<file path="config.mk">
export PLATFORM = sky130hd
export DESIGN_NAME = vr3_merge
export DESIGN_NICKNAME = d
export VERILOG_FILES = /design/src/sv/vr3_pkg.sv /design/src/sv/vr3_merge.sv
export SDC_FILE = /design/constraint.sdc
export NUM_CORES = 1
export LEC_CHECK = 0
export ABC_CLOCK_PERIOD_IN_PS = 2300
export BUFFER_PORTS_ARGS = -buffer_cell sky130_fd_sc_hd__clkbuf_2
export CAP_MARGIN = 20
export CORE_MARGIN = 8
export CORE_UTILIZATION = 42
export CTS_BUF_LIST = sky130_fd_sc_hd__clkbuf_8 sky130_fd_sc_hd__clkbuf_16
export DETAILED_ROUTE_END_ITERATION = 10
export PLACE_DENSITY = 0.84
export SLEW_MARGIN = 20
export SYNTH_ARGS = -nofsm -noshare
export SYNTH_HDL_FRONTEND = slang
export SYNTH_SLANG_ARGS = --single-unit
</file>
<file path="constraint.sdc">
create_clock -name clk -period 2.3 [get_ports clk]
set_clock_uncertainty 0.05 [all_clocks]
set_input_delay 0.46 -clock clk [delete_from_list [all_inputs] [get_ports clk]]
set_output_delay 0.46 -clock clk [all_outputs]
set_load 0.03 [all_outputs]
</file>
<file path="src/sv/vr3_pkg.sv">
`default_nettype none

package vr3_pkg;

  // component and arithmetic widths
  localparam int COMP_W  = 16;
  localparam int PROD_W  = 2 * COMP_W;          // one raw product
  localparam int DOT_W   = PROD_W + 2;          // signed sum of three products
  localparam int MAG_W   = PROD_W;              // |v.n| and n.n fit here
  localparam int Q_W     = PROD_W;              // divisor n.n
  localparam int NUM_W   = MAG_W + COMP_W + 1;  // 2 |v.n| |n_i|
  localparam int QUO_W   = COMP_W + 2;          // quotient is below 2 |v|
  localparam int REM_W   = Q_W;                 // partial remainder stays below q
  localparam int ACC_W   = REM_W + QUO_W;       // remainder and quotient shift word
  localparam int RES_W   = QUO_W + 2;           // v_i +/- term before clamping

  // divider pipeline shape
  localparam int BITS_PER_STG = 2;
  localparam int DIV_STAGES   = QUO_W / BITS_PER_STG;

  // pipeline stage positions
  localparam int STG_PROD   = 0;
  localparam int STG_SUM    = 1;
  localparam int STG_MUL    = 2;
  localparam int STG_DIV0   = 3;
  localparam int STG_RND    = STG_DIV0 + DIV_STAGES;
  localparam int STG_FIN    = STG_RND + 1;
  localparam int STG_OUT    = STG_FIN + 1;
  localparam int NUM_STAGES = STG_OUT + 1;

  localparam int NUM_AXES = 3;

  typedef logic signed [COMP_W-1:0] comp_t;
  typedef logic signed [PROD_W-1:0] prod_t;

  typedef struct packed {
    comp_t view_x;
    comp_t view_y;
    comp_t view_z;
    comp_t normal_x;
    comp_t normal_y;
    comp_t normal_z;
  } in_word_t;

  typedef struct packed {
    comp_t refl_x;
    comp_t refl_y;
    comp_t refl_z;
    logic  zero_normal;
    logic  saturated;
  } out_word_t;

  // per-stage load strobes from the flow control
  typedef struct packed {
    logic [NUM_STAGES-1:0] ld;
  } stg_en_t;

  // dot products after the sum stage
  typedef struct packed {
    comp_t [NUM_AXES-1:0] v;
    comp_t [NUM_AXES-1:0] n;
    logic                 dneg;
    logic [MAG_W-1:0]     dmag;
    logic [Q_W-1:0]       q;
  } dot_t;

  // what one lane takes in
  typedef struct packed {
    comp_t            v;
    comp_t            n;
    logic             dneg;
    logic [MAG_W-1:0] dmag;
    logic [Q_W-1:0]   q;
  } lane_in_t;

  // what one lane hands to the merge stage
  typedef struct packed {
    comp_t r;
    logic  sat;
    comp_t v;
    logic  zero;
  } lane_out_t;

endpackage

`default_nettype wire

</file>
<file path="src/sv/vr3_merge.sv">
`default_nettype none

module vr3_merge
  import vr3_pkg::*;
(
  input  wire logic                     clk,
  input  wire stg_en_t                  en,
  input  wire lane_out_t [NUM_AXES-1:0] lanes,
  output out_word_t                     word_o
);

  out_word_t word_nxt;
  out_word_t word_r;
  logic      zero;

  // zero normal passes the view through, otherwise gather the lanes
  always_comb begin
    zero = lanes[0].zero;
    word_nxt.refl_x      = zero ? lanes[0].v : lanes[0].r;
    word_nxt.refl_y      = zero ? lanes[1].v : lanes[1].r;
    word_nxt.refl_z      = zero ? lanes[2].v : lanes[2].r;
    word_nxt.zero_normal = zero;
    word_nxt.saturated   = !zero && (lanes[0].sat || lanes[1].sat || lanes[2].sat);
  end

  always_ff @(posedge clk) begin
    if (en.ld[STG_OUT]) begin
      word_r <= word_nxt;
    end
  end

  assign word_o = word_r;

endmodule

`default_nettype wire

</file>
==> qor.txt <==
Nets@finish: 378
Sw Ratio: 27.6%
Layout area overhead: 43.4%
Share of the synthesized area in the top cell type: 70.5%
Crit path DAT: 880 ps
TritonCTS clock tree: built
Clk root buf: clkbuf_8
WL per Instance: 16.7 um
Initial antenna violation count: 0
Antenna Cells: 0
Syn Area/Cell: 20.3 um^2
Top Ports: 168
Crit Path Class: flip-flop to primary output
Setup violators final: 0
Routed WL: 5520 um
Largest register FFs: 50
Worst hold path class: primary input to flip-flop
Count of cell types in the netlist: 7
Crit-path cells: clkbuf_2
WHS: 412 ps
Clk pwr share: 23.5%
CP peak stage delay: 390 ps
Worst slew pin tran: 271 ps
CTS hold repair buffers: 0
Worst Setup SP: word_o[27]
Final TNS setup: 0 ps
Crit-path leading delay family: flip-flops
WP data required: 1790 ps
CP startpoint kind: flip-flop
Net switching power: 0.569 mW
Initial drt markers: 43
HPWL Detailed: 4480 um
Routed vias: 1490
Initial core utilization: 42.5%
Antenna viol nets, final: 0
Status: finished, final reports clean
Critical path buffer and inverter count: 1
PwrDens: 675 nW/um^2
Share of cells above drive strength 1: 79.7%
RSZ-0062 raised after global routing: no
Crit-path slowest cell: edfxtp_1
GRT Util Overall: 14.2%
Final Max Tran Viols: 0
Top area cells in the synthesized netlist: edfxtp_1, mux2_2, mux2_4, buf_4, buf_6
Largest net degree at the start of global routing: 51
Drt drc: 0
Number of global-route vias before repair: 1615
Chip Height: 87.2 um
Cts repair resizes: 0
Leak: 1.41 nW
Mean number of vias per cell: 4.50
Post-synth net total: 223
Worst-path clk slew: 90 ps
Maximum vdd drop: 0.284 mV
Final period util: 60.6%
DR pass1 iterations: 4
Gate Count Post-Synth: 105
Critical Path End Type: primary output
Mapped cell area: 2130 um^2
Pint: 1.49 mW
Warnings, synthesis: 0
Clock Sinks: 50
H-tree levels: 2
Clock Path Buffers: 2
Global-route wire length before repair: 8110 um
CTS Buf Count: 5
Max Cap Viol: 0
Row count: 26
Die area: 7600 um^2
Comb power frac: 22.2%
F_max: 718 MHz
CP max FO: 1
Area leader, netlist: edfxtp_1
Relative slew slack: 81.9%
Final hold vios: 0
Synth Register Bits: 50
Die width: 87.2 um
Worst Hold Launch: lanes[93]
GPL Wtd Cong: 0.750
Setup bufs post-CTS: 0
Remaining Overflow, GRT: 0
Share of the yosys chip area belonging to registers: 70.5%
I/O Buffers: 151
Core ar.: 5010 um^2
Power share of the sequential group: 54.3%
Minimum clock period: 1390 ps
==> per-stage QoR <==
stage | power (mW) | area (um^2) | setup slack [ps] | utilization [%] | instances
after global routing | 2.15 | 3050 | 863 | 60.9 | 331
after detailed placement | 1.61 | 2970 | 748 | 59.2 | 323
after CTS | 2.09 | 3050 | 884 | 60.9 | 331
after global placement | 1.59 | 2970 | 756 | 59.2 | 323
final | 2.06 | 3050 | 907 | 60.9 | 331
after floorplan | 1.41 | 2130 | 961 | - | 105
==> logic make-up (layout without fill, tap and decap cells) <==
| group | after synthesis | in the layout | synth area share [%] |
|---|---|---|---|
| buf+inv | 5 | 161 | 2.12 |
| flops | 50 | 50 | 70.5 |
| mux | 48 | 48 | 27.0 |
| simple gates | 2 | 2 | 0.411 |
==> synth_stat cells, drive strengths merged <==
| cell | n |
|---|---|
| nor3 | 1 |
| edfxtp | 50 |
| nor2 | 1 |
| buf | 5 |
| mux2 | 48 |
==> layout by cell type (no fill, tap or decap), drive strengths merged <==
cell type,count
mux2,48
edfxtp,50
buf,2
clkbuf,156
clkinvlp,1
clkinv,2
nor3,1
nor2,1
==> layout make-up <==
type                            instances  area (um^2)
Clock buffer                            5         68.8
Fill cell                             423         1960
Sequential cell                        50         1500
Tap cell                               70         87.6
Multi-Input combinational cell         50          583
Timing Repair Buffer                  153          796
Clock inverter                          3         16.3
==> power by group through the flow <==
stage	logic [mW]	clock network [mW]	registers, mW
final	0.458	0.484	1.12
after global routing	0.485	0.537	1.13
after CTS	0.465	0.504	1.12
after detailed placement	0.464	0	1.14
after global placement	0.456	0	1.14
after floorplan	0.0968	0	1.31
==> per-layer routing <==
metal | GRT usage [%] | share of wire [%] | vias to the layer above
li1 | - | - | 721
met1 | 14.0 | 35 | 671
met2 | 25.8 | 52 | 89
met3 | 5.57 | 11 | 9
met4 | 5.94 | 2.2 | 0
met5 | 0 | 0 | -
==> path summary, 6_finish.rpt <==
check / end / slack (ps) / depth (start not counted)
min: word_o[9] / 410 / 2
max: word_o[27] / 910 / 1
Note: power is estimated with default switching activity, not from simulation.
