[src/sv/vr3_pkg.sv]
`default_nettype none

package vr3_pkg;

  // component and arithmetic widths
  localparam int COMP_W  = 16;
  localparam int PROD_W  = 2 * COMP_W;          // one raw product
  localparam int DOT_W   = PROD_W + 2;          // signed sum of three products
  localparam int MAG_W   = PROD_W;              // |v.n| and n.n fit here
  localparam int Q_W     = PROD_W;              // divisor n.n
  localparam int NUM_W   = MAG_W + COMP_W + 1;  // 2 |v.n| |n_i|
  localparam int QUO_W   = COMP_W + 2;          // quotient is below 2 |v|
  localparam int REM_W   = Q_W;                 // partial remainder stays below q
  localparam int ACC_W   = REM_W + QUO_W;       // remainder and quotient shift word
  localparam int RES_W   = QUO_W + 2;           // v_i +/- term before clamping

  // divider pipeline shape
  localparam int BITS_PER_STG = 2;
  localparam int DIV_STAGES   = QUO_W / BITS_PER_STG;

  // pipeline stage positions
  localparam int STG_PROD   = 0;
  localparam int STG_SUM    = 1;
  localparam int STG_MUL    = 2;
  localparam int STG_DIV0   = 3;
  localparam int STG_RND    = STG_DIV0 + DIV_STAGES;
  localparam int STG_FIN    = STG_RND + 1;
  localparam int STG_OUT    = STG_FIN + 1;
  localparam int NUM_STAGES = STG_OUT + 1;

  localparam int NUM_AXES = 3;

  typedef logic signed [COMP_W-1:0] comp_t;
  typedef logic signed [PROD_W-1:0] prod_t;

  typedef struct packed {
    comp_t view_x;
    comp_t view_y;
    comp_t view_z;
    comp_t normal_x;
    comp_t normal_y;
    comp_t normal_z;
  } in_word_t;

  typedef struct packed {
    comp_t refl_x;
    comp_t refl_y;
    comp_t refl_z;
    logic  zero_normal;
    logic  saturated;
  } out_word_t;

  // per-stage load strobes from the flow control
  typedef struct packed {
    logic [NUM_STAGES-1:0] ld;
  } stg_en_t;

  // dot products after the sum stage
  typedef struct packed {
    comp_t [NUM_AXES-1:0] v;
    comp_t [NUM_AXES-1:0] n;
    logic                 dneg;
    logic [MAG_W-1:0]     dmag;
    logic [Q_W-1:0]       q;
  } dot_t;

  // what one lane takes in
  typedef struct packed {
    comp_t            v;
    comp_t            n;
    logic             dneg;
    logic [MAG_W-1:0] dmag;
    logic [Q_W-1:0]   q;
  } lane_in_t;

  // what one lane hands to the merge stage
  typedef struct packed {
    comp_t r;
    logic  sat;
    comp_t v;
    logic  zero;
  } lane_out_t;

endpackage

`default_nettype wire

[src/sv/vr3_lane.sv]
`default_nettype none

module vr3_lane
  import vr3_pkg::*;
(
  input  wire logic     clk,
  input  wire stg_en_t  en,
  input  wire lane_in_t lane_i,
  output lane_out_t     lane_o
);

  typedef struct packed {
    logic [ACC_W-1:0] acc;
    logic [Q_W-1:0]   q;
    comp_t            v;
    logic             tneg;
  } div_t;

  typedef struct packed {
    logic [QUO_W-1:0] t;
    logic             tneg;
    comp_t            v;
    logic             zero;
  } rnd_t;

  // restoring division steps, remainder in the upper bits, quotient shifts in below
  function automatic div_t div_steps(div_t d);
    div_t           s;
    logic [REM_W:0] trial;
    logic [REM_W:0] diff;
    logic           ge;
    s = d;
    for (int b = 0; b < BITS_PER_STG; b++) begin
      trial = {s.acc[ACC_W-1:QUO_W], s.acc[QUO_W-1]};
      diff  = trial - {1'b0, s.q};
      ge    = (trial >= {1'b0, s.q});
      s.acc = {(ge ? diff[REM_W-1:0] : trial[REM_W-1:0]), s.acc[QUO_W-2:0], ge};
    end
    return s;
  endfunction

  logic [COMP_W-1:0]        nmag;
  logic [MAG_W+COMP_W-1:0]  nprod;
  logic [NUM_W-1:0]         num;
  div_t                     mul_nxt;
  div_t                     mul_r;
  div_t                     div_r [DIV_STAGES];
  rnd_t                     rnd_nxt;
  rnd_t                     rnd_r;
  logic [REM_W:0]           rem2;
  logic signed [RES_W-1:0]  vx;
  logic signed [RES_W-1:0]  tx;
  logic signed [RES_W-1:0]  rsum;
  logic [RES_W-COMP_W:0]    rhi;
  lane_out_t                fin_nxt;
  lane_out_t                fin_r;

  // numerator 2 |v.n| |n_i|
  always_comb begin
    nmag  = lane_i.n[COMP_W-1] ? COMP_W'(-lane_i.n) : COMP_W'(lane_i.n);
    nprod = lane_i.dmag * nmag;
    num   = {nprod, 1'b0};
    mul_nxt.acc  = ACC_W'(num);
    mul_nxt.q    = lane_i.q;
    mul_nxt.v    = lane_i.v;
    mul_nxt.tneg = lane_i.dneg ^ lane_i.n[COMP_W-1];
  end

  always_ff @(posedge clk) begin
    if (en.ld[STG_MUL]) begin
      mul_r <= mul_nxt;
    end
  end

  // divider stages
  for (genvar j = 0; j < DIV_STAGES; j++) begin : g_div
    always_ff @(posedge clk) begin
      if (en.ld[STG_DIV0 + j]) begin
        if (j == 0) begin
          div_r[j] <= div_steps(mul_r);
        end else begin
          div_r[j] <= div_steps(div_r[(j == 0) ? 0 : j - 1]);
        end
      end
    end
  end : g_div

  // round half away from zero: bump when 2 rem >= q
  always_comb begin
    rem2 = {div_r[DIV_STAGES-1].acc[ACC_W-1:QUO_W], 1'b0};
    rnd_nxt.t    = div_r[DIV_STAGES-1].acc[QUO_W-1:0]
                 + QUO_W'(rem2 >= {1'b0, div_r[DIV_STAGES-1].q});
    rnd_nxt.tneg = div_r[DIV_STAGES-1].tneg;
    rnd_nxt.v    = div_r[DIV_STAGES-1].v;
    rnd_nxt.zero = (div_r[DIV_STAGES-1].q == '0);
  end

  always_ff @(posedge clk) begin
    if (en.ld[STG_RND]) begin
      rnd_r <= rnd_nxt;
    end
  end

  // apply the term and clamp to the component range
  always_comb begin
    vx   = {{(RES_W-COMP_W){rnd_r.v[COMP_W-1]}}, rnd_r.v};
    tx   = $signed({{(RES_W-QUO_W){1'b0}}, rnd_r.t});
    rsum = rnd_r.tneg ? vx + tx : vx - tx;
    rhi  = rsum[RES_W-1:COMP_W-1];
    fin_nxt.v    = rnd_r.v;
    fin_nxt.zero = rnd_r.zero;
    if ((&rhi) || !(|rhi)) begin
      fin_nxt.r   = rsum[COMP_W-1:0];
      fin_nxt.sat = 1'b0;
    end else begin
      fin_nxt.r   = rsum[RES_W-1] ? {1'b1, {(COMP_W-1){1'b0}}} : {1'b0, {(COMP_W-1){1'b1}}};
      fin_nxt.sat = 1'b1;
    end
  end

  always_ff @(posedge clk) begin
    if (en.ld[STG_FIN]) begin
      fin_r <= fin_nxt;
    end
  end

  assign lane_o = fin_r;

endmodule

`default_nettype wire

[config.mk]
export PLATFORM = sky130hd
export DESIGN_NAME = vr3_lane
export DESIGN_NICKNAME = d
export VERILOG_FILES = /design/src/sv/vr3_pkg.sv /design/src/sv/vr3_lane.sv
export SDC_FILE = /design/constraint.sdc
export NUM_CORES = 2
export LEC_CHECK = 0
export ABC_AREA = 0
export BUFFER_PORTS_ARGS = -buffer_cell sky130_fd_sc_hd__buf_2
export CELL_PAD_IN_SITES_DETAIL_PLACEMENT = 0
export CELL_PAD_IN_SITES_GLOBAL_PLACEMENT = 1
export CORE_ASPECT_RATIO = 0.8
export CORE_MARGIN = 8
export CORE_UTILIZATION = 50
export DETAILED_ROUTE_END_ITERATION = 10
export HOLD_SLACK_MARGIN = 0.15
export PLACE_DENSITY_LB_ADDON = 0.1
export SLEW_MARGIN = 20
export SYNTH_ARGS = -nofsm -noshare
export SYNTH_HDL_FRONTEND = slang
export SYNTH_SLANG_ARGS = --single-unit
[constraint.sdc]
create_clock -name clk -period 14.1 [get_ports clk]
set_clock_uncertainty 0.1 [all_clocks]
set_input_delay 0.705 -clock clk [delete_from_list [all_inputs] [get_ports clk]]
set_output_delay 0.705 -clock clk [all_outputs]
set_load 0.02 [all_outputs]
==> summary.txt <==
Status
  – Run status: finished, final reports clean

Min path
  – Min-delay worst type: flop to flop

Critical path
  – Largest delay share family, worst path: adder cells
  – Top cell by count, worst path: sky130_fd_sc_hd__fa_1
  – Critical path startpoint category: input port
  – Critical-path top delay cell: sky130_fd_sc_hd__fa_1
  – Buffering stage count on the worst path with inverters included: 6
  – CP Capture Type: flop
  – Stage delay of the slowest cell on the critical path: 0.59 ns
  – Req. time, crit path: 14.45 ns
  – Largest fanout on the critical path: 34
  – Start-to-end type of the worst setup path: input port to flop
  – Data arrival, critical path: 9.34 ns

Yosys
  – Fraction of synthesis flops using an asynchronous set or reset pin: 0
  – Top cell type by total area after synthesis: sky130_fd_sc_hd__edfxtp_1
  – Part of the Yosys area used for sequential elements: 0.362
  – Netlist cell types: 108
  – Cell with the most instances after synthesis: sky130_fd_sc_hd__edfxtp_1
  – Top post-synthesis cells by area: sky130_fd_sc_hd__edfxtp_1 36%, sky130_fd_sc_hd__ha_1 11%, sky130_fd_sc_hd__fa_1 10%, sky130_fd_sc_hd__inv_1 4.2%, sky130_fd_sc_hd__xnor2_1 3.8%
  – Synth cell count leaders: 1,050 x sky130_fd_sc_hd__edfxtp_1, 974 x sky130_fd_sc_hd__inv_1, 789 x sky130_fd_sc_hd__nand2_1
  – Area share of the largest cell type after synthesis: 0.362
  – Number of cells produced by synthesis: 8,549
  – Synthesized cell area: 87,000 um^2
  – Most used DFF post-synth: sky130_fd_sc_hd__edfxtp_1
  – Number of flip-flops and latches in the synthesized netlist: 1,050
  – Number of flops mapped to enable cells by yosys: 1,050
  – Number of synthesis warnings: 0
  – Post-Synthesis Net Count: 9,849
  – Syn_area_per_cell: 10.2 um^2

Global route
  – Maximum number of pins on one net before global-route repair: 71
  – Number of global-route vias before repair: 62,000
  – GRT Residual Overflow: 0
  – Wire length of the first global-routing pass: 366 mm
  – Overall global routing resource usage: 0.248
  – Initial antenna violation count: 6

Floorplan
  – DIE WIDTH: 483 um
  – Io pins: 147
  – Vert. Die Dim: 389 um
  – Rows: 137
  – Core Box Area: 174,000 um^2
  – Starting utilization of the core area: 0.501
  – Die Outline Area: 188,000 um^2

Flow run
  – Number of max-cap violations: 0

Finish
  – Share of post-route cells with drive strength above 1: 0.0861
  – Post-route standard cell area excluding fillers: 94,100 um^2
  – Footprint of the multi-input gates: 51,000 um^2
  – Fillers: 15,500
  – Layout net count: 9,968
  – Signed area change from the synthesized netlist to the final layout: 8.15%
  – Register cell area after layout: 31,500 um^2

Route
  – Number of DRC markers after the initial detailed-route iteration: 4,853
  – DRT antenna net count: 0
  – Residual DRC: 0
  – Number of vias in the routed layout: 63,800
  – Routed WL: 237 mm
  – Number of detailed-routing iterations run before antenna repair: 6
  – Routed length per placed instance: 21.4 um
  – Vias per std cell: 5.77

Placed design
  – Port Buf Inserts: 143
  – HPWL Detailed: 188 mm
  – Standard cell area after detailed placement: 90,100 um^2
  – Routability congestion estimate: 0.909
  – DP Worst Slack: 4.42 ns

Timing
  – Max-slew violation count: 0
  – Tmin final: 8.99 ns
  – Max-slew headroom: 0.287
  – Final WS setup: 5.11 ns
  – Final Hold Fails: 0
  – Setup repair after global routing missed its margin: false
  – Fraction of the cycle the final worst path needs: 0.638
  – Total negative setup slack: 0 ns
  – Maximum clock frequency: 0.111 GHz
  – Transition time of the tightest slew-check pin: 1.06 ns
  – # setup viols final: 0

Clock network
  – Worst-skew pair later-pin latency: 0.78 ns
  – TritonCTS clock tree: done
  – Maximum level of the CTS H-tree: 3
  – Clock Tree Buf Depth: 3
  – Buffers inserted during post-CTS setup optimization: 0
  – CTS Root Cell: sky130_fd_sc_hd__clkbuf_16
  – Sink count of the clock tree: 1,050
  – Count of hold buffers inserted by post-cts repair: 48
  – CTS Buf Count: 107
  – Post-cts resize count: 0
  – Clock-pin slew on the worst setup and hold paths: 0.07 ns
==> routing by layer <==
metal	GRT usage	vias up	routed length, um
met1	0.368	31100	113000
met5	0	-	7
met4	0.0470	2	4320
li1	-	30700	-
met3	0.0337	250	13900
met2	0.390	1692	106000
==> worst paths after layout <==
path	startpoint	to	slack [ns]	cells after the start
max	lane_i[65]	mul_r[94]$_DFFE_PP_	5.11	29
min	div_r[0][16]$_DFFE_PP_	div_r[0][115]$_DFFE_PP_	0.28	0
max reg2reg	div_r[0][627]$_DFFE_PP_	div_r[0][769]$_DFFE_PP_	5.50	25
min reg2reg	div_r[0][16]$_DFFE_PP_	div_r[0][115]$_DFFE_PP_	0.28	0
==> logic make-up after synthesis <==
group / Yosys count / synth area share
mux: 377 / 0.0507
fa+ha+maj: 1187 / 0.208
simple gates: 2157 / 0.118
xor+xnor: 555 / 0.0558
compound gates: 2022 / 0.151
flops: 1050 / 0.362
buf+inv: 1201 / 0.0539
==> final cells by class <==
class	instances	area share
Inverter	978	0.0390
Tap cell	2293	0.0305
Clock inverter	60	0.00758
Antenna cell	1	0.0000266
Clock buffer	138	0.0297
Multi-Input combinational cell	6298	0.542
Sequential cell	1050	0.335
Timing Repair Buffer	233	0.0163
==> through the flow <==
| stage | utilization | hold slack (ns) | instances |
|---|---|---|---|
| 6_report | 0.542 | 0.282 | 11100 |
| 5_1_grt | 0.542 | 0.290 | 11100 |
| 4_1_cts | 0.542 | 0.260 | 11100 |
| 3_5_place_dp | 0.519 | 0.305 | 10800 |
| 3_3_place_gp | 0.519 | 0.301 | 10800 |
| 2_1_floorplan | - | 0.300 | 8549 |
==> worst register-to-register path, delay by kind of cell (launching register included) <==
kind,cells,cell delay [ns]
fa+ha+maj,2,0.67
buf+inv,5,1.28
flops,1,0.44
compound gates,13,4.42
simple gates,4,1.04
mux,1,0.41
==> cells in the final DEF, fill, tap and decap left out, types with 133 or more instances in the layout <==
master,count
sky130_fd_sc_hd__a21o_1,291
sky130_fd_sc_hd__mux2_2,237
sky130_fd_sc_hd__nand2_1,789
sky130_fd_sc_hd__a21oi_1,589
sky130_fd_sc_hd__buf_2,133
sky130_fd_sc_hd__fa_1,437
sky130_fd_sc_hd__edfxtp_1,1050
sky130_fd_sc_hd__xor2_1,178
sky130_fd_sc_hd__xnor2_1,364
sky130_fd_sc_hd__inv_1,974
sky130_fd_sc_hd__and2_1,195
sky130_fd_sc_hd__ha_1,750
sky130_fd_sc_hd__nor2_1,422
sky130_fd_sc_hd__o21ai_0,412
==> registers in the layout, indices dropped and copies added, names as in the netlist <==
name and flops:
div_r 883, fin_nxt 17, lane_o 34, mul_r 97, rnd_r 19
Power is not shown: default switching activity piles up to over one toggle a cycle in this logic, so the estimate is an artifact.
