## config.mk

```make
export PLATFORM = sky130hd
export DESIGN_NAME = vr3_dot
export DESIGN_NICKNAME = d
export VERILOG_FILES = /design/src/sv/vr3_pkg.sv /design/src/sv/vr3_dot.sv
export SDC_FILE = /design/constraint.sdc
export NUM_CORES = 2
export LEC_CHECK = 0
export ABC_AREA = 1
export BUFFER_PORTS_ARGS = -buffer_cell sky130_fd_sc_hd__buf_4
export CORE_MARGIN = 1.5
export CORE_UTILIZATION = 66
export DETAILED_ROUTE_END_ITERATION = 8
export PLACE_DENSITY = 0.84
export RECOVER_POWER = 50
export SYNTH_ARGS = -nofsm -noshare
export SYNTH_HDL_FRONTEND = slang
export SYNTH_SLANG_ARGS = --single-unit
export TNS_END_PERCENT = 100
```

## constraint.sdc

```tcl
create_clock -name clk -period 8.9 [get_ports clk]
set_input_delay 2.67 -clock clk [delete_from_list [all_inputs] [get_ports clk]]
set_output_delay 2.67 -clock clk [all_outputs]
set_load 0.02 [all_outputs]
```

## src/sv/vr3_pkg.sv

```systemverilog
`default_nettype none

package vr3_pkg;

  // component and arithmetic widths
  localparam int COMP_W  = 16;
  localparam int PROD_W  = 2 * COMP_W;          // one raw product
  localparam int DOT_W   = PROD_W + 2;          // signed sum of three products
  localparam int MAG_W   = PROD_W;              // |v.n| and n.n fit here
  localparam int Q_W     = PROD_W;              // divisor n.n
  localparam int NUM_W   = MAG_W + COMP_W + 1;  // 2 |v.n| |n_i|
  localparam int QUO_W   = COMP_W + 2;          // quotient is below 2 |v|
  localparam int REM_W   = Q_W;                 // partial remainder stays below q
  localparam int ACC_W   = REM_W + QUO_W;       // remainder and quotient shift word
  localparam int RES_W   = QUO_W + 2;           // v_i +/- term before clamping

  // divider pipeline shape
  localparam int BITS_PER_STG = 2;
  localparam int DIV_STAGES   = QUO_W / BITS_PER_STG;

  // pipeline stage positions
  localparam int STG_PROD   = 0;
  localparam int STG_SUM    = 1;
  localparam int STG_MUL    = 2;
  localparam int STG_DIV0   = 3;
  localparam int STG_RND    = STG_DIV0 + DIV_STAGES;
  localparam int STG_FIN    = STG_RND + 1;
  localparam int STG_OUT    = STG_FIN + 1;
  localparam int NUM_STAGES = STG_OUT + 1;

  localparam int NUM_AXES = 3;

  typedef logic signed [COMP_W-1:0] comp_t;
  typedef logic signed [PROD_W-1:0] prod_t;

  typedef struct packed {
    comp_t view_x;
    comp_t view_y;
    comp_t view_z;
    comp_t normal_x;
    comp_t normal_y;
    comp_t normal_z;
  } in_word_t;

  typedef struct packed {
    comp_t refl_x;
    comp_t refl_y;
    comp_t refl_z;
    logic  zero_normal;
    logic  saturated;
  } out_word_t;

  // per-stage load strobes from the flow control
  typedef struct packed {
    logic [NUM_STAGES-1:0] ld;
  } stg_en_t;

  // dot products after the sum stage
  typedef struct packed {
    comp_t [NUM_AXES-1:0] v;
    comp_t [NUM_AXES-1:0] n;
    logic                 dneg;
    logic [MAG_W-1:0]     dmag;
    logic [Q_W-1:0]       q;
  } dot_t;

  // what one lane takes in
  typedef struct packed {
    comp_t            v;
    comp_t            n;
    logic             dneg;
    logic [MAG_W-1:0] dmag;
    logic [Q_W-1:0]   q;
  } lane_in_t;

  // what one lane hands to the merge stage
  typedef struct packed {
    comp_t r;
    logic  sat;
    comp_t v;
    logic  zero;
  } lane_out_t;

endpackage

`default_nettype wire

```

## src/sv/vr3_dot.sv

```systemverilog
`default_nettype none

module vr3_dot
  import vr3_pkg::*;
(
  input  wire logic                 clk,
  input  wire stg_en_t              en,
  input  wire comp_t [NUM_AXES-1:0] v_in,
  input  wire comp_t [NUM_AXES-1:0] n_in,
  output dot_t                      dot_o
);

  comp_t [NUM_AXES-1:0] v_r;
  comp_t [NUM_AXES-1:0] n_r;
  prod_t [NUM_AXES-1:0] pvn_r;
  prod_t [NUM_AXES-1:0] pnn_r;

  logic signed [DOT_W-1:0] dsum;
  logic signed [DOT_W-1:0] dabs;
  logic [Q_W-1:0]          qsum;
  dot_t                    dot_nxt;
  dot_t                    dot_r;

  // raw products v_i n_i and n_i n_i
  always_ff @(posedge clk) begin
    if (en.ld[STG_PROD]) begin
      v_r <= v_in;
      n_r <= n_in;
      for (int i = 0; i < NUM_AXES; i++) begin
        pvn_r[i] <= $signed(v_in[i]) * $signed(n_in[i]);
        pnn_r[i] <= $signed(n_in[i]) * $signed(n_in[i]);
      end
    end
  end

  // sums, sign and magnitude of v.n
  always_comb begin
    dsum = {{(DOT_W-PROD_W){pvn_r[0][PROD_W-1]}}, pvn_r[0]}
         + {{(DOT_W-PROD_W){pvn_r[1][PROD_W-1]}}, pvn_r[1]}
         + {{(DOT_W-PROD_W){pvn_r[2][PROD_W-1]}}, pvn_r[2]};
    qsum = Q_W'(pnn_r[0]) + Q_W'(pnn_r[1]) + Q_W'(pnn_r[2]);
    dabs = dsum[DOT_W-1] ? -dsum : dsum;
    dot_nxt.v    = v_r;
    dot_nxt.n    = n_r;
    dot_nxt.dneg = dsum[DOT_W-1];
    dot_nxt.dmag = dabs[MAG_W-1:0];
    dot_nxt.q    = qsum;
  end

  always_ff @(posedge clk) begin
    if (en.ld[STG_SUM]) begin
      dot_r <= dot_nxt;
    end
  end

  assign dot_o = dot_r;

endmodule

`default_nettype wire

```

==> out/qor_table.md <==
| Parameter | Value |
|:---|:---|
| Post-detailed-route DRC marker count | 0 |
| Total routing usage reported by global routing | 33.0% |
| Pre-antenna DRT Iters | 8 |
| Largest clock skew in the final design | 0.0324 ns |
| First-pass GRT wire length | 305,000 um |
| Setup Viol. Count Final | 0 |
| Number of warnings issued by yosys | 0 |
| Required time reported for the critical path endpoint | 9.30 ns |
| IO Pins | 273 |
| Final Non-Filler Cells | 10,147 |
| Core Region | 0.116 mm2 |
| Post-cts hold buffer count | 0 |
| Clock root buffer | sky130_fd_sc_hd__clkbuf_16 |
| Count of nets left with antenna violations after detail routing | 0 |
| Antenna Cells | 0 |
| Top_reg_cell synth | sky130_fd_sc_hd__edfxtp_1 |
| NumNets Final | 10,826 |
| Area added between synthesis and finish | 6.35% |
| Synthesized flop and latch total | 443 |
| Final critical-path setup slack | 0.479 ns |
| Fin Setup TNS | 0 ns |
| Cell Count Post-Placement | 10,051 |
| Number of hold violations in the final report | 0 |
| Seq/Total Area, Yosys | 17.3% |
| Period minus WS final | 8.42 ns |
| Die H | 344 um |
| Gate family responsible for the most delay along the worst path | adder cells |
| Combined buffer and inverter count along the critical path | 5 |
| HPWL reported at the end of detailed placement | 149,000 um |
| Slowest library cell on the worst path | sky130_fd_sc_hd__clkbuf_1 |
| Number of cells upsized or downsized after cts | 0 |
| Cell-by-cell listing of the critical path | clkbuf_1 > inv_1 > a21oi_1 > a31oi_1 > ha_1 > a31o_2 > fa_1 > fa_1 > fa_1 > fa_1 > inv_1 > fa_1 > inv_1 > ha_1 > a21oi_1 > o21ai_0 > a21oi_1 > nand3_1 > nand2_1 > nand2_1 > xor2_1 > buf_4 |
| DIE AREA | 0.118 mm2 |
| Most frequent cell on the critical path | sky130_fd_sc_hd__fa_1 |
| Longest individual stage delay on the worst path | 0.83 ns |
| Most repeated cell in the gate-level netlist after synthesis | sky130_fd_sc_hd__inv_1 |
| Count of buffers added by post-CTS timing repair for setup | 0 |
| Syn avg cell area | 9.08 um2 |
| Clock-pin slew reported for the worst setup and hold paths after clock tree synthesis | 0.07 ns |
| Type of element capturing the critical path | flop |
| Setup Crit Path Kind | input pin to flop |
| Antenna violations before repair | 2 |
| Clock tree from TritonCTS | yes |
| Count of vias placed by the detailed router | 55,400 |
| GPL Wtd Cong | 0.924 |
| Share of cells above drive strength 1 | 5.16% |
| Worst Hold Class | flop to flop |
| Yosys cell types | 53 |
| EDFF count, synth | 443 |
| Yosys top cell by area | sky130_fd_sc_hd__fa_1 |
| Critical path launch point type | input pin |
| Starting density of the core | 66.3% |
| Slew Limit Headroom | -327% |
| Number of buffers added on ports | 259 |
| Cells after Synth | 8,463 |
| Fraction of synthesized cell area taken by the top area cell type | 40.4% |
| Worst slack at placement | 0.226 ns |
| Top cells by area, synth | sky130_fd_sc_hd__fa_1 (40%), sky130_fd_sc_hd__edfxtp_1 (17%), sky130_fd_sc_hd__inv_1 (13%) |
| Iteration-0 DRC count of the detailed router | 4,166 |
| Largest net degree at the start of global routing | 134 |
| Fin crit share | 94.6% |
| Deepest clock path buffer count | 3 |
| Cts bufs inserted | 52 |
| Async set-or-reset flop fraction in the synthesized netlist | 0% |
| Commonest cells post-synth | sky130_fd_sc_hd__inv_1 (2,566), sky130_fd_sc_hd__nand2_1 (1,713), sky130_fd_sc_hd__fa_1 (1,550), sky130_fd_sc_hd__ha_1 (583), sky130_fd_sc_hd__edfxtp_1 (443) |
| Slew of the pin with the lowest slew margin | 6.40 ns |
| Die boundary width | 344 um |
| Post-synthesis cell area | 0.0768 mm2 |
| WP data arrival | 8.82 ns |
| Highest Clock Rate | 0.119 GHz |
| Via count of the first global-routing pass | 60,956 |
| Total routed wirelength | 185,000 um |
| Row count | 125 |
| Maxcap violations | 4 |
| Number of H-tree levels | 2 |
| Slew Viols, Final | 258 |
| Run status | complete, but fails checks |
| Routed wire per std cell | 18.2 um |
| Violated checks | max-capacitance violations, max-slew violations |
| Count of filler cells inserted in the layout | 8,315 |
| Maximum fanout along the worst path | 15 |
| Setup repair after global routing missed its margin | no |
| Source-to-sink clock delay at the later pin of the worst-skew pair | 0.68 ns |
| GRT Residual Overflow | 0 |
| Routed vias/inst | 5.46 |
| Number of clock sinks | 443 |
==> flip-flops by register name, summed over array words and instances (netlist names) <==
register,flops
pnn_r,90
dot_nxt,96
dot_o,161
pvn_r,96
==> final cells by class <==
| class | instances | area [um2] | share of cell area [%] |
|---|---|---|---|
| multi-input combinational | 5176 | 52800 | 64.7 |
| sequential | 443 | 13300 | 16.3 |
| inverter | 2590 | 9720 | 11.9 |
| timing repair buffer | 318 | 2220 | 2.72 |
| tap | 1524 | 1910 | 2.33 |
| clock buffer | 57 | 1320 | 1.62 |
| clock inverter | 39 | 405 | 0.496 |
==> metal layers <==
| layer | GRT usage, % | vias to the layer above | share of wire, % |
|---|---|---|---|
| met4 | 13.8 | 2 | 4.5 |
| met2 | 56.3 | 2459 | 50 |
| met1 | 41.7 | 27535 | 37 |
| li1 | - | 24814 | - |
| met5 | 0 | - | 0.0065 |
| met3 | 5.87 | 590 | 8.8 |
==> cell usage in the layout, fill, tap and decap left out, types with 6 or more instances in the layout <==
cell type / netlist / layout
sky130_fd_sc_hd__nand2_1: 1713 / 1714
sky130_fd_sc_hd__o211ai_1: 10 / 10
sky130_fd_sc_hd__xor2_1: 184 / 184
sky130_fd_sc_hd__clkbuf_16: 0 / 52
sky130_fd_sc_hd__xnor2_1: 125 / 125
sky130_fd_sc_hd__nor2_1: 257 / 257
sky130_fd_sc_hd__inv_2: 20 / 20
sky130_fd_sc_hd__a31oi_1: 23 / 23
sky130_fd_sc_hd__edfxtp_1: 443 / 443
sky130_fd_sc_hd__or2_2: 20 / 20
sky130_fd_sc_hd__inv_1: 2566 / 2566
sky130_fd_sc_hd__nand2_2: 11 / 11
sky130_fd_sc_hd__nor4_1: 12 / 12
sky130_fd_sc_hd__fa_1: 1550 / 1550
sky130_fd_sc_hd__a211oi_1: 11 / 11
sky130_fd_sc_hd__nand3_2: 8 / 7
sky130_fd_sc_hd__nor2_2: 11 / 11
sky130_fd_sc_hd__ha_1: 583 / 583
sky130_fd_sc_hd__a31o_2: 7 / 7
sky130_fd_sc_hd__a21oi_1: 252 / 252
sky130_fd_sc_hd__inv_6: 0 / 8
sky130_fd_sc_hd__nand3_1: 107 / 108
sky130_fd_sc_hd__o21bai_1: 24 / 24
sky130_fd_sc_hd__a21o_1: 23 / 23
sky130_fd_sc_hd__clkbuf_1: 249 / 52
sky130_fd_sc_hd__buf_4: 1 / 270
sky130_fd_sc_hd__nor3_1: 37 / 37
sky130_fd_sc_hd__nand4_1: 40 / 40
sky130_fd_sc_hd__o21ai_0: 112 / 112
sky130_fd_sc_hd__clkinv_4: 0 / 6
sky130_fd_sc_hd__clkinvlp_4: 0 / 6
sky130_fd_sc_hd__o21a_1: 11 / 11
sky130_fd_sc_hd__clkinv_1: 4 / 11
==> worst register-to-register path: stages, from the launching register on <==
cell	delay, ns
sky130_fd_sc_hd__edfxtp_1	0.47
sky130_fd_sc_hd__fa_1	0.42
sky130_fd_sc_hd__ha_1	0.31
sky130_fd_sc_hd__fa_1	0.55
sky130_fd_sc_hd__nand3_1	0.14
sky130_fd_sc_hd__nand3_1	0.23
sky130_fd_sc_hd__nand3_1	0.17
sky130_fd_sc_hd__nand3_2	0.13
sky130_fd_sc_hd__nand2_1	0.12
sky130_fd_sc_hd__nand2_1	0.10
sky130_fd_sc_hd__nand2_1	0.10
sky130_fd_sc_hd__nand4_1	0.08
sky130_fd_sc_hd__nand2_1	0.84
sky130_fd_sc_hd__inv_2	0.25
sky130_fd_sc_hd__nor2_1	0.21
sky130_fd_sc_hd__xor2_1	0.10
==> kinds of logic (layout without fill, tap and decap cells) <==
| kind of cell | count (synthesis) | in the layout | share of synthesized area (%) |
|---|---|---|---|
| AOI/OAI and AO/OA | 495 | 495 | 3.64 |
| xor gates and xnor gates | 315 | 315 | 3.66 |
| adders and majority gates | 2133 | 2133 | 49.9 |
| buffers and inverters | 2846 | 3004 | 13.9 |
| DFF | 443 | 443 | 17.3 |
| other | 1 | 3 | 0.00488 |
| and+or+nand+nor | 2230 | 2230 | 11.6 |
==> per-stage QoR <==
stage	instance area [um2]	hold slack (ns)	utilization [%]
3_5_place_dp	80200	0.405	69.2
2_1_floorplan	76900	0.400	-
3_3_place_gp	80200	0.401	69.2
6_report	81700	0.411	70.5
5_1_grt	81700	0.422	70.5
4_1_cts	81900	0.416	70.7
==> worst paths after layout <==
path / startpoint / end / slack [ns] / depth (start not counted)
min reg2reg: dot_nxt[69]$_DFFE_PP_ / dot_o[69]$_DFFE_PP_ / 0.41 / 0
max reg2reg: pvn_r[64]$_DFFE_PP_ / dot_o[42]$_DFFE_PP_ / 4.43 / 15
min: dot_nxt[69]$_DFFE_PP_ / dot_o[69]$_DFFE_PP_ / 0.41 / 0
max: n_in[0] / pnn_r[26]$_DFFE_PP_ / 0.48 / 22
Power is left out: the tool's default activity adds up to more than one toggle a clock period on the data nets, which glitch-free logic cannot reach.
